===== config.mk =====
export PLATFORM = sky130hd
export DESIGN_NAME = bisection_cubic_root_finder_top
export DESIGN_NICKNAME = d
export VERILOG_FILES = /design/src/hdl/bcrf_pkg.sv /design/src/hdl/bcrf_horner.sv /design/src/hdl/bisection_cubic_root_finder_top.sv
export SDC_FILE = /design/constraint.sdc
export NUM_CORES = 2
export LEC_CHECK = 0
export BUFFER_PORTS_ARGS = -buffer_cell sky130_fd_sc_hd__buf_2
export CELL_PAD_IN_SITES_DETAIL_PLACEMENT = 1
export CELL_PAD_IN_SITES_GLOBAL_PLACEMENT = 2
export CORE_AREA = 4 4 371 373
export DETAILED_ROUTE_END_ITERATION = 8
export DIE_AREA = 0 0 375 377
export PLACE_DENSITY = 0.82
export SLEW_MARGIN = 30
export SYNTH_ARGS = -nofsm -noshare
export SYNTH_HDL_FRONTEND = slang
export SYNTH_SLANG_ARGS = --single-unit

===== constraint.sdc =====
create_clock -name clk -period 9.3 [get_ports clk]
set_input_delay 1.86 -clock clk [delete_from_list [all_inputs] [get_ports clk]]
set_output_delay 1.86 -clock clk [all_outputs]
set_load 0.03 [all_outputs]

===== src/hdl/bcrf_pkg.sv =====
`default_nettype none

package bcrf_pkg;

    // Number format and iteration cap
    localparam int FRAC_BITS = 16;
    localparam int MAX_ITER  = 40;
    localparam int PASS_W    = $clog2(MAX_ITER + 1);

    // Configuration register map
    localparam int CFG_IDX_W = 4;
    localparam logic [CFG_IDX_W-1:0] CFG_COEF_CUBIC  = CFG_IDX_W'(0);
    localparam logic [CFG_IDX_W-1:0] CFG_COEF_SQUARE = CFG_IDX_W'(1);
    localparam logic [CFG_IDX_W-1:0] CFG_COEF_LINEAR = CFG_IDX_W'(2);
    localparam logic [CFG_IDX_W-1:0] CFG_COEF_CONST  = CFG_IDX_W'(3);

    // Reset polynomial x^3 + x - 4
    localparam logic signed [31:0] ONE_Q       = 32'(64'sd1 <<< FRAC_BITS);
    localparam logic signed [31:0] RST_CUBIC   = ONE_Q;
    localparam logic signed [31:0] RST_SQUARE  = 32'sd0;
    localparam logic signed [31:0] RST_LINEAR  = ONE_Q;
    localparam logic signed [31:0] RST_CONST   = 32'(-(64'sd4 <<< FRAC_BITS));

    localparam logic signed [63:0] S32_MAX = 64'sd2147483647;
    localparam logic signed [63:0] S32_MIN = -64'sd2147483648;

    typedef struct packed {
        logic signed [31:0] cubic;
        logic signed [31:0] square;
        logic signed [31:0] linear;
        logic signed [31:0] cnst;
    } coef_t;

    // Status of one polynomial evaluation, valid while done is high
    typedef struct packed {
        logic done;
        logic zero;
        logic neg;
    } eval_res_t;

    function automatic logic signed [31:0] sat32(input logic signed [63:0] v);
        logic signed [31:0] r;
        if (v > S32_MAX) begin
            r = 32'sh7FFFFFFF;
        end else if (v < S32_MIN) begin
            r = 32'sh80000000;
        end else begin
            r = v[31:0];
        end
        return r;
    endfunction

endpackage

`default_nettype wire


===== src/hdl/bcrf_horner.sv =====
`default_nettype none

module bcrf_horner (
    input  wire logic                      clk,
    input  wire logic                      rst_n,
    input  wire logic                      start,
    input  wire logic signed [31:0]        x,
    input  wire bcrf_pkg::coef_t           coef,
    output bcrf_pkg::eval_res_t            res
);

    typedef enum logic [1:0] {
        H_IDLE,
        H_MUL,
        H_ADD
    } h_state_t;

    h_state_t            state_reg;
    logic [1:0]          step_reg;
    logic                done_reg;
    logic signed [31:0]  acc_reg;
    logic signed [31:0]  x_reg;
    logic signed [63:0]  prod_reg;

    logic signed [31:0]  coef_sel;
    logic signed [31:0]  scaled;
    logic signed [31:0]  acc_next;

    always_comb
    begin
        case (step_reg)
            2'd0:    coef_sel = coef.square;
            2'd1:    coef_sel = coef.linear;
            default: coef_sel = coef.cnst;
        endcase
    end

    // Arithmetic shift floors the product, then clamp, add, clamp
    assign scaled   = bcrf_pkg::sat32(prod_reg >>> bcrf_pkg::FRAC_BITS);
    assign acc_next = bcrf_pkg::sat32(64'(scaled) + 64'(coef_sel));

    always_ff @(posedge clk or negedge rst_n)
    begin
        if (!rst_n)
        begin
            state_reg <= H_IDLE;
            step_reg  <= 2'd0;
            done_reg  <= 1'b0;
        end
        else
        begin
            done_reg <= 1'b0;
            case (state_reg)
                H_IDLE:
                begin
                    if (start)
                    begin
                        acc_reg   <= coef.cubic;
                        x_reg     <= x;
                        step_reg  <= 2'd0;
                        state_reg <= H_MUL;
                    end
                end
                H_MUL:
                begin
                    prod_reg  <= acc_reg * x_reg;
                    state_reg <= H_ADD;
                end
                H_ADD:
                begin
                    acc_reg <= acc_next;
                    if (step_reg == 2'd2)
                    begin
                        done_reg  <= 1'b1;
                        state_reg <= H_IDLE;
                    end
                    else
                    begin
                        step_reg  <= step_reg + 2'd1;
                        state_reg <= H_MUL;
                    end
                end
                default:
                begin
                    state_reg <= H_IDLE;
                end
            endcase
        end
    end

    assign res.done = done_reg;
    assign res.zero = (acc_reg == 32'sd0);
    assign res.neg  = acc_reg[31];

endmodule

`default_nettype wire


===== src/hdl/bisection_cubic_root_finder_top.sv =====
`default_nettype none

// Bisection root finder for p(x) = c3*x^3 + c2*x^2 + c1*x + c0 in signed
// Q16.16. Each input transaction carries an interval [left_end, right_end]
// and a tolerance e; the block halves the interval until |a - b| <= 2e or
// until MAX_ITER passes have run, then returns the last midpoint in root and
// raises iter_limit_hit when the pass cap ended the search. The coefficients
// are written through the configuration port (index 0 cubic, 1 square,
// 2 linear, 3 constant; other indexes are ignored) and reset to x^3 + x - 4.
// Write them only while the block is idle. Every pass evaluates the
// polynomial twice, at the midpoint and at the left end, on one shared
// Horner unit with a single registered 32x32 multiplier (three multiply/add
// steps, each a registered multiply and then an add). in_ready is high only
// while no search is running; a finished result sits in the output register,
// so the next item can be accepted while the result is still waiting for
// out_ready.

module bisection_cubic_root_finder_top (
    input  wire logic                                clk,
    input  wire logic                                rst_n,
    // configuration write channel
    input  wire logic                                cfg_valid,
    output      logic                                cfg_ready,
    input  wire logic [bcrf_pkg::CFG_IDX_W-1:0]      cfg_index,
    input  wire logic [31:0]                         cfg_data,
    // input channel
    input  wire logic                                in_valid,
    output      logic                                in_ready,
    input  wire logic signed [31:0]                  left_end,
    input  wire logic signed [31:0]                  right_end,
    input  wire logic [30:0]                         tolerance,
    // result channel
    output      logic                                out_valid,
    input  wire logic                                out_ready,
    output      logic signed [31:0]                  root,
    output      logic                                iter_limit_hit
);

    typedef enum logic [3:0] {
        S_IDLE,
        S_MID,
        S_EVM_GO,
        S_EVM_WAIT,
        S_EVA_GO,
        S_EVA_WAIT,
        S_DECIDE,
        S_CHECK,
        S_FINISH
    } state_t;

    state_t                          state_reg;
    bcrf_pkg::coef_t                 coef_reg;

    logic signed [31:0]              a_reg;
    logic signed [31:0]              b_reg;
    logic signed [31:0]              mid_reg;
    logic [31:0]                     twice_e_reg;
    logic [bcrf_pkg::PASS_W-1:0]     pass_cnt_reg;
    logic                            sm_zero_reg;
    logic                            sm_neg_reg;
    logic                            sa_zero_reg;
    logic                            sa_neg_reg;
    logic                            hit_reg;

    logic                            out_valid_reg;
    logic signed [31:0]              root_reg;
    logic                            flag_reg;

    bcrf_pkg::eval_res_t             h_res;
    logic                            h_start;
    logic signed [31:0]              h_x;

    logic signed [32:0]              sum_ab;
    logic signed [32:0]              diff_ab;
    logic [32:0]                     abs_diff;
    logic                            tol_met;
    logic                            last_pass;
    logic                            take_b;
    logic                            out_free;

    // ------------------------------------------------------------------
    // Shared polynomial unit: midpoint first, then left end
    // ------------------------------------------------------------------
    assign h_start = (state_reg == S_EVM_GO) || (state_reg == S_EVA_GO);
    assign h_x     = (state_reg == S_EVA_GO) ? a_reg : mid_reg;

    bcrf_horner u_horner (
        .clk   (clk),
        .rst_n (rst_n),
        .start (h_start),
        .x     (h_x),
        .coef  (coef_reg),
        .res   (h_res)
    );

    // Midpoint: 33-bit sum halved toward minus infinity
    assign sum_ab   = 33'(a_reg) + 33'(b_reg);

    // Stop test on the updated interval, exact in 33 bits
    assign diff_ab  = 33'(a_reg) - 33'(b_reg);
    assign abs_diff = diff_ab[32] ? 33'(-diff_ab) : 33'(diff_ab);
    assign tol_met  = (abs_diff <= {1'b0, twice_e_reg});
    assign last_pass = (pass_cnt_reg == bcrf_pkg::PASS_W'(bcrf_pkg::MAX_ITER - 1));

    // p(mid) * p(a) <= 0, by signs alone
    assign take_b   = sm_zero_reg || sa_zero_reg || (sm_neg_reg != sa_neg_reg);

    // Output register can take a new result
    assign out_free = !out_valid_reg || out_ready;

    assign cfg_ready = 1'b1;
    assign in_ready  = (state_reg == S_IDLE);

    always_ff @(posedge clk or negedge rst_n)
    begin
        if (!rst_n)
        begin
            state_reg       <= S_IDLE;
            out_valid_reg   <= 1'b0;
            pass_cnt_reg    <= '0;
            coef_reg.cubic  <= bcrf_pkg::RST_CUBIC;
            coef_reg.square <= bcrf_pkg::RST_SQUARE;
            coef_reg.linear <= bcrf_pkg::RST_LINEAR;
            coef_reg.cnst   <= bcrf_pkg::RST_CONST;
        end
        else
        begin
            // Coefficient writes; unknown indexes drop silently
            if (cfg_valid && cfg_ready)
            begin
                case (cfg_index)
                    bcrf_pkg::CFG_COEF_CUBIC:  coef_reg.cubic  <= cfg_data;
                    bcrf_pkg::CFG_COEF_SQUARE: coef_reg.square <= cfg_data;
                    bcrf_pkg::CFG_COEF_LINEAR: coef_reg.linear <= cfg_data;
                    bcrf_pkg::CFG_COEF_CONST:  coef_reg.cnst   <= cfg_data;
                    default: ;
                endcase
            end

            // Retire the held result once taken; a finishing search reloads it
            if (out_valid_reg && out_ready && (state_reg != S_FINISH))
            begin
                out_valid_reg <= 1'b0;
            end

            case (state_reg)
                S_IDLE:
                begin
                    if (in_valid)
                    begin
                        a_reg        <= left_end;
                        b_reg        <= right_end;
                        twice_e_reg  <= {tolerance, 1'b0};
                        pass_cnt_reg <= '0;
                        state_reg    <= S_MID;
                    end
                end
                S_MID:
                begin
                    mid_reg   <= sum_ab[32:1];
                    state_reg <= S_EVM_GO;
                end
                S_EVM_GO:
                begin
                    state_reg <= S_EVM_WAIT;
                end
                S_EVM_WAIT:
                begin
                    if (h_res.done)
                    begin
                        sm_zero_reg <= h_res.zero;
                        sm_neg_reg  <= h_res.neg;
                        state_reg   <= S_EVA_GO;
                    end
                end
                S_EVA_GO:
                begin
                    state_reg <= S_EVA_WAIT;
                end
                S_EVA_WAIT:
                begin
                    if (h_res.done)
                    begin
                        sa_zero_reg <= h_res.zero;
                        sa_neg_reg  <= h_res.neg;
                        state_reg   <= S_DECIDE;
                    end
                end
                S_DECIDE:
                begin
                    if (take_b)
                    begin
                        b_reg <= mid_reg;
                    end
                    else
                    begin
                        a_reg <= mid_reg;
                    end
                    state_reg <= S_CHECK;
                end
                S_CHECK:
                begin
                    if (tol_met || last_pass)
                    begin
                        hit_reg   <= !tol_met;
                        state_reg <= S_FINISH;
                    end
                    else
                    begin
                        pass_cnt_reg <= pass_cnt_reg + bcrf_pkg::PASS_W'(1);
                        state_reg    <= S_MID;
                    end
                end
                S_FINISH:
                begin
                    // Hold until the output register is free
                    if (out_free)
                    begin
                        out_valid_reg <= 1'b1;
                        root_reg      <= mid_reg;
                        flag_reg      <= hit_reg;
                        state_reg     <= S_IDLE;
                    end
                end
                default:
                begin
                    state_reg <= S_IDLE;
                end
            endcase
        end
    end

    assign out_valid      = out_valid_reg;
    assign root           = root_reg;
    assign iter_limit_hit = flag_reg;

    // ------------------------------------------------------------------
    // Assertions
    // ------------------------------------------------------------------

    // Evaluation results only arrive while the sequencer waits for them
    a_done_in_wait: assert property (@(posedge clk) disable iff (!rst_n)
        h_res.done |-> (state_reg == S_EVM_WAIT || state_reg == S_EVA_WAIT))
        else $error("polynomial result arrived outside a wait state");

    // Pass counter never runs past the cap
    a_pass_bound: assert property (@(posedge clk) disable iff (!rst_n)
        pass_cnt_reg <= bcrf_pkg::PASS_W'(bcrf_pkg::MAX_ITER - 1))
        else $error("pass counter beyond iteration cap");

    // A capped result only comes from the last allowed pass
    a_cap_flag: assert property (@(posedge clk) disable iff (!rst_n)
        (state_reg == S_FINISH && out_free && hit_reg) |-> last_pass)
        else $error("cap flag set before the last pass");

    // Finishing loads the output register with the last midpoint
    a_result_load: assert property (@(posedge clk) disable iff (!rst_n)
        (state_reg == S_FINISH && out_free)
            |=> (out_valid_reg && root_reg == $past(mid_reg)))
        else $error("result not loaded on finish");

endmodule

`default_nettype wire


==> flow_results.xml <==
<?xml version="1.0" encoding="UTF-8"?>
<metrics>
  <group name="outcome">
    <metric name="outcome" unit="">finished clean</metric>
  </group>
  <group name="finish">
    <metric name="post_route_cells_drive_above_1_share" unit="">0.103</metric>
    <metric name="multi_input_area" unit="um^2">40600</metric>
    <metric name="seq_area" unit="um^2">11900</metric>
    <metric name="largest_register_ff_count" unit="">128</metric>
    <metric name="finish.net_count" unit="">7342</metric>
    <metric name="fill_cells" unit="">14900</metric>
    <metric name="flow.area_growth_from_synthesis" unit="%">8.64</metric>
  </group>
  <group name="synthesis">
    <metric name="async_flop_share" unit="">0.342</metric>
    <metric name="synth_cells" unit="">5732</metric>
    <metric name="ys_warn_count" unit="">0</metric>
    <metric name="mappedNetlistArea" unit="um^2">57500</metric>
    <metric name="postSynthAreaPerCell" unit="um^2">10.0</metric>
    <metric name="synth.yosys.seq_area_share" unit="">0.208</metric>
    <metric name="ys_seq_elements" unit="">421</metric>
    <metric name="syn_nets" unit="">7264</metric>
    <metric name="post_synth_edffs" unit="">277</metric>
    <metric name="post_synth_num_cell_types" unit="">84</metric>
    <metric name="synth_flop_cell" unit="">sky130_fd_sc_hd__edfxtp_1</metric>
  </group>
  <group name="grt">
    <metric name="grt-ovfl-total" unit="">0</metric>
    <metric name="via_count_of_the_first_global_routing_pass" unit="">45600</metric>
    <metric name="wire_length_of_the_first_global_routing_pass" unit="um">277000</metric>
    <metric name="grt_antenna_before_repair" unit="">10</metric>
    <metric name="largest_net_degree_at_the_start_of_global_routing" unit="">78</metric>
    <metric name="grt.total_usage" unit="">0.256</metric>
  </group>
  <group name="placement">
    <metric name="io_buffer_count" unit="">170</metric>
    <metric name="hpwl" unit="um">144000</metric>
    <metric name="gpl.final_weighted_congestion" unit="">0.880</metric>
  </group>
  <group name="timing">
    <metric name="grt_setup_unrepaired" unit="">no</metric>
    <metric name="clock.fmax" unit="MHz">111</metric>
    <metric name="timing_hold_violations_final" unit="">0</metric>
    <metric name="fin_worst_skew" unit="ns">0.0231</metric>
    <metric name="max_slew_margin" unit="">0.317</metric>
    <metric name="layout_min_cycle_time" unit="ns">8.99</metric>
    <metric name="report.final.slew_viol_count" unit="">0</metric>
    <metric name="final_setup_tns" unit="ns">0</metric>
    <metric name="min_period_over_period" unit="">0.967</metric>
    <metric name="report.final.setup_viol" unit="">0</metric>
    <metric name="worstMarginPinSlew" unit="ns">1.01</metric>
  </group>
  <group name="die">
    <metric name="boundaryPins" unit="">172</metric>
    <metric name="core_region_area" unit="um^2">135000</metric>
    <metric name="placement_rows" unit="">135</metric>
    <metric name="die_x" unit="um">375</metric>
    <metric name="die_h" unit="um">377</metric>
    <metric name="initial_core_util" unit="">0.427</metric>
    <metric name="die_area" unit="um^2">141000</metric>
  </group>
  <group name="critical_path">
    <metric name="worst_path_slowest_cell" unit="">sky130_fd_sc_hd__edfxtp_1</metric>
    <metric name="worst-path-max-fanout" unit="">22</metric>
    <metric name="worst_ep_arrival_time" unit="ns">9.35</metric>
    <metric name="worstPathRequired" unit="ns">9.66</metric>
    <metric name="critPathMostFrequentCell" unit="">sky130_fd_sc_hd__fa_1</metric>
    <metric name="worst_setup_path_start_kind" unit="">flip-flop</metric>
    <metric name="rrSetupSlack" unit="ns">0.31</metric>
    <metric name="crit_type" unit="">reg2reg</metric>
    <metric name="worstSetupEndpointType" unit="">flip-flop</metric>
    <metric name="max_stage_delay" unit="ns">0.70</metric>
  </group>
  <group name="detailed_routing">
    <metric name="firstDrtPassIters" unit="">5</metric>
    <metric name="vias_per_cell" unit="">5.28</metric>
    <metric name="final_antenna_net_count" unit="">0</metric>
    <metric name="initial_detailed_routing_violation_count" unit="">2473</metric>
    <metric name="drc" unit="">0</metric>
    <metric name="vias" unit="">40300</metric>
    <metric name="wl_per_cell" unit="um">23.1</metric>
    <metric name="drt_wl_total" unit="um">176000</metric>
  </group>
  <group name="worst_hold_path">
    <metric name="min_path_type" unit="">reg2reg</metric>
  </group>
  <group name="cts">
    <metric name="worst_skew_pair.late_latency" unit="ns">0.63</metric>
    <metric name="ctsRootBufferMaster" unit="">sky130_fd_sc_hd__clkbuf_16</metric>
    <metric name="tritoncts" unit="">done</metric>
    <metric name="cts_inserted_buffers" unit="">47</metric>
    <metric name="path_clk_slew" unit="ns">0.06</metric>
    <metric name="ctsHoldBuffers" unit="">0</metric>
    <metric name="cts_max_path_buffers" unit="">3</metric>
    <metric name="clock_sinks" unit="">421</metric>
    <metric name="clock_tree.htree_level_count" unit="">2</metric>
  </group>
  <group name="job">
    <metric name="max-cap-violations" unit="">0</metric>
  </group>
</metrics>
cells in the mapped netlist (19+ instances only):
| cell | n | area [um^2] |
|---|---|---|
| sky130_fd_sc_hd__clkbuf_1 | 265 | 995 |
| sky130_fd_sc_hd__ha_1 | 312 | 3900 |
| sky130_fd_sc_hd__a22oi_1 | 33 | 248 |
| sky130_fd_sc_hd__xor2_1 | 44 | 385 |
| sky130_fd_sc_hd__o21ai_0 | 67 | 335 |
| sky130_fd_sc_hd__nand2b_1 | 36 | 225 |
| sky130_fd_sc_hd__nor2b_1 | 24 | 150 |
| sky130_fd_sc_hd__o21a_1 | 24 | 180 |
| sky130_fd_sc_hd__nor4_1 | 25 | 156 |
| sky130_fd_sc_hd__fa_1 | 1084 | 21700 |
| sky130_fd_sc_hd__nand2_1 | 807 | 3030 |
| sky130_fd_sc_hd__a21oi_1 | 152 | 761 |
| sky130_fd_sc_hd__and2_1 | 514 | 3220 |
| sky130_fd_sc_hd__nor2_1 | 179 | 672 |
| sky130_fd_sc_hd__a31oi_1 | 19 | 119 |
| sky130_fd_sc_hd__dfrtp_1 | 128 | 3200 |
| sky130_fd_sc_hd__a21o_1 | 86 | 646 |
| sky130_fd_sc_hd__nand4_1 | 29 | 181 |
| sky130_fd_sc_hd__nand3_1 | 28 | 140 |
| sky130_fd_sc_hd__xnor2_1 | 111 | 972 |
| sky130_fd_sc_hd__inv_1 | 1088 | 4080 |
| sky130_fd_sc_hd__mux2_2 | 160 | 1800 |
| sky130_fd_sc_hd__nor3_1 | 41 | 205 |
| sky130_fd_sc_hd__edfxtp_1 | 277 | 8320 |
final timing paths:
path / startpoint / cells after the start / endpoint
setup / recovery: u_horner.acc_reg[7] / 30 / u_horner.prod_reg[63]
setup reg to reg: u_horner.acc_reg[7] / 30 / u_horner.prod_reg[63]
hold reg to reg: hit_reg / 0 / iter_limit_hit
hold / removal: hit_reg / 0 / iter_limit_hit
max in group asynchronous: rst_n / 2 / coef_reg[56]
min in group asynchronous: rst_n / 1 / coef_reg[11]
layer usage:
| layer | share of wire | vias up | track usage |
|---|---|---|---|
| met2 | 0.46 | 1028 | 0.411 |
| met4 | 0.028 | 4 | 0.0652 |
| met1 | 0.44 | 21300 | 0.357 |
| met3 | 0.072 | 216 | 0.0542 |
| met5 | 0.00015 | - | 0 |
| li1 | - | 17700 | - |
critical path, delay by kind of cell (launching register included):
kind / cells / cell delay, ns
AND/OR/NAND/NOR: 2 / 0.29
adder cells (fa/ha/maj): 9 / 4.20
AO/OA/AOI/OAI: 12 / 2.60
flip-flops: 1 / 0.70
buffers and inverters: 6 / 0.84
XOR/XNOR: 1 / 0.08
layout by cell type, fill, tap and decap left out, types with 7 or more instances in the layout:
master,netlist,layout
sky130_fd_sc_hd__and3_1,14,13
sky130_fd_sc_hd__clkbuf_16,0,47
sky130_fd_sc_hd__nor4_1,25,24
sky130_fd_sc_hd__ha_1,312,312
sky130_fd_sc_hd__buf_12,0,12
sky130_fd_sc_hd__o21ai_0,67,67
sky130_fd_sc_hd__edfxtp_1,277,277
sky130_fd_sc_hd__mux2_2,160,160
sky130_fd_sc_hd__o21a_1,24,24
sky130_fd_sc_hd__buf_4,1,113
sky130_fd_sc_hd__inv_1,1088,1088
sky130_fd_sc_hd__buf_2,1,169
sky130_fd_sc_hd__nand2b_1,36,36
sky130_fd_sc_hd__xor2_1,44,44
sky130_fd_sc_hd__a21oi_1,152,151
sky130_fd_sc_hd__and2_1,514,514
sky130_fd_sc_hd__dfrtp_1,128,128
sky130_fd_sc_hd__nor2_1,179,173
sky130_fd_sc_hd__or3_1,12,12
sky130_fd_sc_hd__a31oi_1,19,18
sky130_fd_sc_hd__inv_6,0,7
sky130_fd_sc_hd__nand2_1,807,807
sky130_fd_sc_hd__dfstp_2,16,16
sky130_fd_sc_hd__a21boi_0,8,8
sky130_fd_sc_hd__nand4_1,29,29
sky130_fd_sc_hd__fa_1,1084,1084
sky130_fd_sc_hd__nor3_1,41,38
sky130_fd_sc_hd__nand3_1,28,28
sky130_fd_sc_hd__nor2b_1,24,24
sky130_fd_sc_hd__a22oi_1,33,33
sky130_fd_sc_hd__o21bai_1,18,18
sky130_fd_sc_hd__o31ai_1,7,7
sky130_fd_sc_hd__clkbuf_1,265,8
sky130_fd_sc_hd__a21o_1,86,86
sky130_fd_sc_hd__a211oi_1,15,13
sky130_fd_sc_hd__xnor2_1,111,111
cells by family after synthesis:
family	count (synthesis)	synth area share
AND/OR/NAND/NOR	1748	0.147
adder cells (fa/ha/maj)	1396	0.445
buffers and inverters	1359	0.0887
AO/OA/AOI/OAI	486	0.0554
flip-flops	421	0.208
multiplexers	166	0.0324
XOR/XNOR	155	0.0236
other	1	0.0000652
stage by stage:
stage,util,setup slack (ns),hold slack (ns),cells,instance area (um^2)
floorplan,-,1.20,0.400,5732,57500
global placement,0.451,0.383,0.469,7531,60700
detailed placement,0.452,0.221,0.419,7535,60800
CTS,0.464,0.187,0.464,7623,62400
global route,0.464,0.0112,0.479,7630,62500
finish,0.464,0.310,0.458,7632,62500
what timing repair did:
item,in CTS,in global routing
setup endpoints to repair,0,8
gates resized for setup,0,2
buffers inserted,0,7
layout make-up:
class / count / share of cell area
timing repair buffer: 300 / 0.0321
inverter: 1088 / 0.0653
sequential: 421 / 0.191
tap: 1781 / 0.0356
clock inverter: 29 / 0.00586
clock buffer: 59 / 0.0202
antenna: 2 / 0.0000800
multi-input combinational: 3952 / 0.650
Power is left out: the tool's default activity adds up to more than one toggle a clock period on the data nets, which glitch-free logic cannot reach.
